## src/hdl/assert_macros.svh

```systemverilog
// Assertion macros shared by the escape run-length encoder RTL
`ifndef ASSERT_MACROS_SVH
`define ASSERT_MACROS_SVH

// Property checked on every rising aclk edge, masked while aresetn is low
`define ERLE_ASSERT(name, prop, msg) \
    name: assert property (@(posedge aclk) disable iff (!aresetn) (prop)) \
        else $error(msg);

// Condition that must never be seen
`define ERLE_NEVER(name, expr, msg) \
    `ERLE_ASSERT(name, !(expr), msg)

`endif

```

## src/hdl/erle_pkg.sv

```systemverilog
// Shared types, constants and helpers of the escape run-length encoder
`default_nettype none

package erle_pkg;

    localparam logic [7:0] ESC_BYTE    = 8'hFF;
    localparam logic [7:0] MAX_RUN     = 8'd255;
    localparam logic [7:0] MIN_ESC_RUN = 8'd4;

    localparam int FIFO_DEPTH = 4;
    localparam int FIFO_AW    = $clog2(FIFO_DEPTH);
    localparam logic [FIFO_AW:0] FIFO_FULL_COUNT = (FIFO_AW + 1)'(FIFO_DEPTH);

    typedef enum logic {
        MODE_LITERAL,
        MODE_TRIPLE
    } flush_mode_t;

    // One run to write out: len copies of sym, or ESC, sym, len
    typedef struct packed {
        logic [7:0]  sym;
        logic [7:0]  len;
        flush_mode_t mode;
    } flush_t;

    // Work for the back end from one input item; part a always present
    typedef struct packed {
        flush_t a;
        flush_t b;
        logic   b_valid;
        logic   eos;
    } cmd_t;

    function automatic flush_t make_flush(input logic [7:0] sym, input logic [7:0] len,
                                          input logic is_final);
        flush_t f;
        f.sym  = sym;
        f.len  = len;
        // a lone 0xFF closing the stream goes out bare
        if ((sym == ESC_BYTE && !(is_final && len == 8'd1)) || len >= MIN_ESC_RUN) begin
            f.mode = MODE_TRIPLE;
        end else begin
            f.mode = MODE_LITERAL;
        end
        return f;
    endfunction

endpackage

`default_nettype wire

```

## src/hdl/erle_front.sv

```systemverilog
// Front end: run tracking and classification of each input item into a command
`default_nettype none
`include "assert_macros.svh"

module erle_front (
    input  wire logic          aclk,
    input  wire logic          aresetn,
    input  wire logic          s_tvalid,
    output logic               s_tready,
    input  wire logic [7:0]    s_tdata,   // [7:0] data_byte
    input  wire logic          s_tlast,   // end_of_stream
    input  wire logic          q_full,
    output logic               q_push,
    output erle_pkg::cmd_t     q_cmd
);
    import erle_pkg::*;

    logic [7:0] run_symbol_reg, run_symbol_next;
    logic [7:0] run_length_reg, run_length_next;
    logic       run_valid_reg,  run_valid_next;
    logic       accept;

    assign s_tready = !q_full;
    assign accept   = s_tvalid && s_tready;

    always_comb begin
        run_symbol_next = run_symbol_reg;
        run_length_next = run_length_reg;
        run_valid_next  = run_valid_reg;
        q_push          = 1'b0;
        q_cmd           = '0;
        q_cmd.eos       = s_tlast;
        if (accept) begin
            if (!run_valid_reg || run_length_reg == 8'd0) begin
                run_symbol_next = s_tdata;
                run_length_next = 8'd1;
                run_valid_next  = 1'b1;
                if (s_tlast) begin
                    q_push  = 1'b1;
                    q_cmd.a = make_flush(s_tdata, 8'd1, 1'b1);
                end
            end else if (s_tdata == run_symbol_reg) begin
                if (run_length_reg >= MAX_RUN) begin
                    // full run extended: emit it now, restart at one
                    q_push          = 1'b1;
                    q_cmd.a         = make_flush(run_symbol_reg, MAX_RUN, 1'b0);
                    run_length_next = 8'd1;
                    if (s_tlast) begin
                        q_cmd.b_valid = 1'b1;
                        q_cmd.b       = make_flush(run_symbol_reg, 8'd1, 1'b1);
                    end
                end else begin
                    run_length_next = run_length_reg + 8'd1;
                    if (s_tlast) begin
                        q_push  = 1'b1;
                        q_cmd.a = make_flush(run_symbol_reg, run_length_reg + 8'd1, 1'b1);
                    end
                end
            end else begin
                q_push          = 1'b1;
                q_cmd.a         = make_flush(run_symbol_reg, run_length_reg, 1'b0);
                run_symbol_next = s_tdata;
                run_length_next = 8'd1;
                if (s_tlast) begin
                    q_cmd.b_valid = 1'b1;
                    q_cmd.b       = make_flush(s_tdata, 8'd1, 1'b1);
                end
            end
            if (s_tlast) begin
                run_symbol_next = 8'd0;
                run_length_next = 8'd0;
                run_valid_next  = 1'b0;
            end
        end
    end

    always_ff @(posedge aclk) begin
        if (!aresetn) begin
            run_symbol_reg <= 8'd0;
            run_length_reg <= 8'd0;
            run_valid_reg  <= 1'b0;
        end else begin
            run_symbol_reg <= run_symbol_next;
            run_length_reg <= run_length_next;
            run_valid_reg  <= run_valid_next;
        end
    end

    `ERLE_ASSERT(a_eos_clears_run, (accept && s_tlast) |=> !run_valid_reg, "run kept after eos")
    `ERLE_ASSERT(a_valid_run_len, run_valid_reg |-> (run_length_reg != 8'd0), "empty valid run")
    `ERLE_ASSERT(a_push_len, q_push |-> (q_cmd.a.len != 8'd0), "command with zero-length run")

endmodule

`default_nettype wire

```

## src/hdl/erle_fifo.sv

```systemverilog
// Short command queue between front and back end
`default_nettype none
`include "assert_macros.svh"

module erle_fifo (
    input  wire logic           aclk,
    input  wire logic           aresetn,
    input  wire logic           push,
    input  wire erle_pkg::cmd_t push_cmd,
    output logic                full,
    input  wire logic           pop,
    output erle_pkg::cmd_t      head,
    output logic                empty
);
    import erle_pkg::*;

    cmd_t               mem [FIFO_DEPTH];
    logic [FIFO_AW-1:0] wr_ptr_reg, wr_ptr_next;
    logic [FIFO_AW-1:0] rd_ptr_reg, rd_ptr_next;
    logic [FIFO_AW:0]   count_reg,  count_next;

    assign full  = (count_reg == FIFO_FULL_COUNT);
    assign empty = (count_reg == '0);
    assign head  = mem[rd_ptr_reg];

    always_comb begin
        wr_ptr_next = push ? wr_ptr_reg + 1'b1 : wr_ptr_reg;
        rd_ptr_next = pop  ? rd_ptr_reg + 1'b1 : rd_ptr_reg;
        count_next  = count_reg;
        if (push && !pop) begin
            count_next = count_reg + 1'b1;
        end else if (pop && !push) begin
            count_next = count_reg - 1'b1;
        end
    end

    always_ff @(posedge aclk) begin
        if (push) begin
            mem[wr_ptr_reg] <= push_cmd;
        end
    end

    always_ff @(posedge aclk) begin
        if (!aresetn) begin
            wr_ptr_reg <= '0;
            rd_ptr_reg <= '0;
            count_reg  <= '0;
        end else begin
            wr_ptr_reg <= wr_ptr_next;
            rd_ptr_reg <= rd_ptr_next;
            count_reg  <= count_next;
        end
    end

    `ERLE_NEVER(a_no_overflow, push && full, "push into full queue")
    `ERLE_NEVER(a_no_underflow, pop && empty, "pop from empty queue")
    `ERLE_NEVER(a_count_range, count_reg > FIFO_FULL_COUNT, "queue count out of range")

endmodule

`default_nettype wire

```

## src/hdl/erle_back.sv

```systemverilog
// Back end: expands queued commands into output bytes behind an output register
`default_nettype none
`include "assert_macros.svh"

module erle_back (
    input  wire logic           aclk,
    input  wire logic           aresetn,
    input  wire erle_pkg::cmd_t head,
    input  wire logic           q_empty,
    output logic                q_pop,
    output logic                m_tvalid,
    input  wire logic           m_tready,
    output logic [7:0]          m_tdata,   // [7:0] out_byte
    output logic                m_tlast,   // last_of_burst
    output logic                m_tuser    // stream_done
);
    import erle_pkg::*;

    logic       part_reg, part_next;   // 0: run a, 1: run b
    logic [1:0] idx_reg,  idx_next;    // byte within current run
    logic       valid_reg, valid_next;
    logic [7:0] data_reg,  data_next;
    logic       last_reg,  last_next;
    logic       done_reg,  done_next;

    flush_t     cur;
    logic [7:0] cur_byte;
    logic       part_end;
    logic       cmd_end;
    logic       load;

    assign cur  = part_reg ? head.b : head.a;
    assign load = !q_empty && (!valid_reg || m_tready);

    always_comb begin
        if (cur.mode == MODE_TRIPLE) begin
            case (idx_reg)
                2'd0:    cur_byte = ESC_BYTE;
                2'd1:    cur_byte = cur.sym;
                default: cur_byte = cur.len;
            endcase
            part_end = (idx_reg == 2'd2);
        end else begin
            cur_byte = cur.sym;
            part_end = ({6'd0, idx_reg} + 8'd1 == cur.len);
        end
        cmd_end = part_end && (part_reg || !head.b_valid);
    end

    always_comb begin
        part_next  = part_reg;
        idx_next   = idx_reg;
        data_next  = data_reg;
        last_next  = last_reg;
        done_next  = done_reg;
        valid_next = valid_reg && !m_tready;
        q_pop      = load && cmd_end;
        if (load) begin
            valid_next = 1'b1;
            data_next  = cur_byte;
            last_next  = cmd_end;
            done_next  = cmd_end && head.eos;
            if (part_end) begin
                idx_next  = 2'd0;
                part_next = !cmd_end;
            end else begin
                idx_next = idx_reg + 2'd1;
            end
        end
    end

    always_ff @(posedge aclk) begin
        data_reg <= data_next;
        last_reg <= last_next;
        done_reg <= done_next;
    end

    always_ff @(posedge aclk) begin
        if (!aresetn) begin
            part_reg  <= 1'b0;
            idx_reg   <= 2'd0;
            valid_reg <= 1'b0;
        end else begin
            part_reg  <= part_next;
            idx_reg   <= idx_next;
            valid_reg <= valid_next;
        end
    end

    assign m_tvalid = valid_reg;
    assign m_tdata  = data_reg;
    assign m_tlast  = last_reg;
    assign m_tuser  = done_reg;

    `ERLE_NEVER(a_idx_range, idx_reg == 2'd3, "byte index past a triple")
    `ERLE_ASSERT(a_done_is_last, (valid_reg && done_reg) |-> last_reg, "stream end not on burst end")
    `ERLE_ASSERT(a_pop_resets_seq, q_pop |=> (idx_reg == 2'd0 && !part_reg),
                 "sequencer not rewound after command")

endmodule

`default_nettype wire

```

## src/hdl/escape_run_length_encoder.sv

```systemverilog
// Escape-byte run-length encoder top level
//
// Input stream (s_*): one raw byte per item in s_tdata, s_tlast marks the
// final byte of a stream. Output stream (m_*): one compressed byte per item;
// m_tlast marks the last byte caused by one input item, m_tuser the last
// byte of the whole compressed stream.
// Runs shorter than four of a byte other than 0xFF go out as literal copies,
// other runs as 0xFF, symbol, count; a lone 0xFF ending the stream goes out bare.
// Throughput: one input item per cycle while the four-entry command queue
// has room, one output byte per cycle while m_tready is high. An item causes
// 0 to 4 output bytes, so the output port (one byte per cycle) sets the
// sustained input rate when runs end often.
// With the queue empty and the output register free, the first byte caused
// by an item is registered in the command queue, then in the output register.
// Reset (aresetn low, synchronous) drops the held run, the queue and any
// pending output. When m_tready is low the output register holds; the queue
// keeps taking items until it fills, then s_tready falls.
`default_nettype none

module escape_run_length_encoder (
    input  wire logic       aclk,
    input  wire logic       aresetn,
    input  wire logic       s_tvalid,
    output logic            s_tready,
    input  wire logic [7:0] s_tdata,   // [7:0] data_byte
    input  wire logic       s_tlast,   // end_of_stream
    output logic            m_tvalid,
    input  wire logic       m_tready,
    output logic [7:0]      m_tdata,   // [7:0] out_byte
    output logic            m_tlast,   // last_of_burst
    output logic            m_tuser    // stream_done
);
    import erle_pkg::*;

    logic q_push;
    logic q_full;
    logic q_pop;
    logic q_empty;
    cmd_t q_cmd;
    cmd_t q_head;

    erle_front u_front (
        .aclk     (aclk),
        .aresetn  (aresetn),
        .s_tvalid (s_tvalid),
        .s_tready (s_tready),
        .s_tdata  (s_tdata),
        .s_tlast  (s_tlast),
        .q_full   (q_full),
        .q_push   (q_push),
        .q_cmd    (q_cmd)
    );

    erle_fifo u_fifo (
        .aclk     (aclk),
        .aresetn  (aresetn),
        .push     (q_push),
        .push_cmd (q_cmd),
        .full     (q_full),
        .pop      (q_pop),
        .head     (q_head),
        .empty    (q_empty)
    );

    erle_back u_back (
        .aclk     (aclk),
        .aresetn  (aresetn),
        .head     (q_head),
        .q_empty  (q_empty),
        .q_pop    (q_pop),
        .m_tvalid (m_tvalid),
        .m_tready (m_tready),
        .m_tdata  (m_tdata),
        .m_tlast  (m_tlast),
        .m_tuser  (m_tuser)
    );

endmodule

`default_nettype wire
```

## config.mk

```make
export PLATFORM = sky130hd
export DESIGN_NAME = escape_run_length_encoder
export DESIGN_NICKNAME = d
export VERILOG_FILES = /design/src/hdl/erle_pkg.sv /design/src/hdl/erle_front.sv /design/src/hdl/erle_fifo.sv /design/src/hdl/erle_back.sv /design/src/hdl/escape_run_length_encoder.sv
export VERILOG_INCLUDE_DIRS = /design/src /design/src/hdl
export SDC_FILE = /design/constraint.sdc
export NUM_CORES = 1
export LEC_CHECK = 0
export BUFFER_PORTS_ARGS = -buffer_cell sky130_fd_sc_hd__buf_2
export CORE_MARGIN = 1
export CORE_UTILIZATION = 39
export DETAILED_ROUTE_END_ITERATION = 10
export PLACE_DENSITY_LB_ADDON = 0.05
export SYNTH_ARGS = -nofsm -noshare
export SYNTH_HDL_FRONTEND = slang
export SYNTH_SLANG_ARGS = --single-unit
```

## constraint.sdc

```tcl
create_clock -name aclk -period 4.5 [get_ports aclk]
set_input_delay 0.225 -clock aclk [delete_from_list [all_inputs] [get_ports aclk]]
set_output_delay 0.225 -clock aclk [all_outputs]
set_load 0.005 [all_outputs]
```

==> key figures <==
Setup path
  – Crit path max fanout: 13
  – Crit-path cells: mux4_2 > and3_1 > a2111o_1 > o211ai_4 > nor3b_2 > inv_1 > ha_1 > inv_1 > fa_1 > xor2_1 > or3_1 > a21boi_0
  – Setup crit start kind: flop
  – CP peak stage delay: 650 ps
  – Critical Path RT: 4830 ps
  – Critical path class: flop to flop
  – Buf+Inv Stages, Crit Path: 2
  – CP dominant cell by count: inv_1
  – Setup crit end kind: flop
  – CP delay by family, top: compound AO/OA/AOI/OAI gates
  – CP max stage cell: mux4_2
  – Critical Path AT: 3940 ps

Final layout
  – Final nets: 552
  – Max reg flops: 108
  – Fillers: 1513
  – Biggest register: u_fifo.mem
  – Layout overhead on the synthesized area: 12.3%
  – Finished Cell Area: 0.00759 mm²
  – Post-layout util: 45.3%
  – Layout cells sized above 1: 16.5%

Routing
  – Final WL: 14500 µm
  – WL/cell: 19.2 µm
  – Routed Antenna Nets: 0
  – DR pass1 iterations: 4
  – Drt drc: 0
  – Starting DRC count in detailed routing: 176
  – Via density: 5.38
  – Vias: 4086

Place
  – Final HPWL DP: 10000 µm
  – Area after DPL: 0.00707 mm²
  – # port buffers: 24
  – GPL Wtd Cong: 0.853

Synth
  – Main synth FF type: edfxtp_1
  – Synth area leader: edfxtp_1
  – Largest cells by area after synthesis: edfxtp_1 (52%), dfxtp_1 (8.9%), mux4_2 (7.7%)
  – Synthesized area per cell: 13.3 µm²
  – Async S/R FF share, synth: 0%
  – Synthesized area: 0.00676 mm²
  – Post-synth EDFFs: 118
  – Ys Warns: 0
  – Count leader, synth: edfxtp_1
  – Synth Register Bits: 148
  – Gate count of the mapped netlist: 509
  – Post-synthesis sequential area ratio: 61.3%
  – Syn Nets: 534
  – Most frequent cells after synthesis: edfxtp_1 (118), nand2_1 (50), dfxtp_1 (30), nand3_1 (27), a21oi_1 (26)
  – Top-area cell type share of the netlist area: 52.4%
  – Post-synth cell types: 55

GRT
  – First-pass GRT wire length: 23500 µm
  – Largest net degree at the start of global routing: 34
  – Initial antenna violation count: 0
  – Gr usage total: 17.6%
  – Grt ovf: 0
  – Vias in the first global route: 4097

Outcome
  – Status: complete, no violations

Pwr
  – Worst ir drop on vdd: 0.260 mV
  – Pwr/cell area: 413 mW/mm²
  – Lkg Pwr: 2.55 nW

Floorplan
  – Die area: 0.0179 mm²
  – Initial Utilization: 40.3%
  – Die Span Y: 134 µm
  – I/O Pins: 25
  – Std cell rows: 47
  – Core Footprint: 0.0168 mm²
  – Die W: 134 µm

Clock tree
  – Clock Tree Buf Depth: 2
  – CTS Buf Count: 17
  – Clk Tree Root Cell: clkbuf_16
  – PostCTS Resize Cnt: 0
  – Post-CTS Setup Inserts: 0
  – Worst-path clk slew: 60 ps
  – Clk sink count: 148
  – Htree depth: 4
  – TritonCTS clock tree: built
  – Hold_buf cts: 0
  – Clock Latency Late Sink: 410 ps

Timing
  – Final hold violations: 0
  – Fin crit period: 3610 ps
  – Sum Neg Setup Slack: 0 ps
  – Tcrit/Tclk final: 80.2%
  – Clk_skew: 11.5 ps
  – RSZ-0062 raised after global routing: false
  – Final setup fails: 0
  – Slew margin rel.: 47.0%
  – Fmax achieved: 277 MHz
  – Final hold slack: 93.0 ps
  – Worst Max-Slew Pin Slew: 794 ps
  – Final Max Tran Viols: 0

Flow run
  – Max-cap violations: 0

Min path
  – Hold Path Class: primary input to flop
[cell type report]
cell class                 count  area [µm²]  area share, %
sequential                   148        4150           54.6
multi-input combinational    316        2430           32.1
clock buffer                  18         429           5.65
tap                          220         275           3.63
timing repair buffer          29         158           2.08
clock inverter                12        91.3           1.20
inverter                      15        56.3          0.742
antenna                        1        2.50         0.0330
[cells in the final DEF, fill, tap and decap left out, types with 14 or more instances in the layout]
master / n
dfxtp_1: 29
mux4_2: 23
inv_1: 15
nor2_1: 23
o21ai_0: 14
edfxtp_1: 118
nand3_1: 27
a21oi_1: 26
nand2_1: 50
clkbuf_16: 17
buf_2: 24
[worst reg2reg max path: cells and delay by family, from the launching register on]
kind                       cells  cell delay [ps]
AOI/OAI and AO/OA              3              780
and+or+nand+nor                3              700
muxes                          1              650
DFF                            1              560
adders and majority gates      2              540
xor gates and xnor gates       1              170
buffers and inverters          2              130
[layer usage]
metal | wire length, µm | vias up | track usage (%)
li1 | - | 1966 | -
met4 | 145 | 0 | 5.49
met2 | 6740 | 63 | 27.0
met1 | 7220 | 2046 | 24.8
met5 | 0 | - | 0
met3 | 425 | 11 | 3.77
[logic make-up (layout without fill, tap and decap cells)]
family	count (synthesis)	after routing	synth area share, %
compound gates	86	86	8.53
xor+xnor	19	19	2.57
fa+ha+maj	12	12	2.33
buf+inv	45	74	2.76
flops	148	148	61.3
mux	37	37	10.5
other cells	0	1	0
simple gates	162	162	12.0
[stage by stage]
step	worst slack, ps	total power, mW	std cells
global placement	1030	1.90	728
detailed placement	902	1.91	728
CTS	887	3.17	758
finish	891	3.13	759
floorplan	1280	1.80	509
global route	685	3.26	758
[power breakdown]
part	leakage, nW	total, mW	internal (mW)	switching [mW]
combinational	0.949	0.290	0.110	0.180
sequential	1.35	1.58	1.55	0.0331
clock	0.248	1.26	0.743	0.516
[worst paths after layout]
check	startpoint	end	slack [ps]	cells past startpoint
hold / removal	m_tready	u_back.m_tvalid	90	4
hold reg to reg	u_back.m_tvalid	u_back.m_tvalid	480	2
setup reg to reg	flop	u_fifo.count_reg[2]	890	12
setup / recovery	flop	u_fifo.count_reg[2]	890	12
Power figures use the tool's default switching activity.
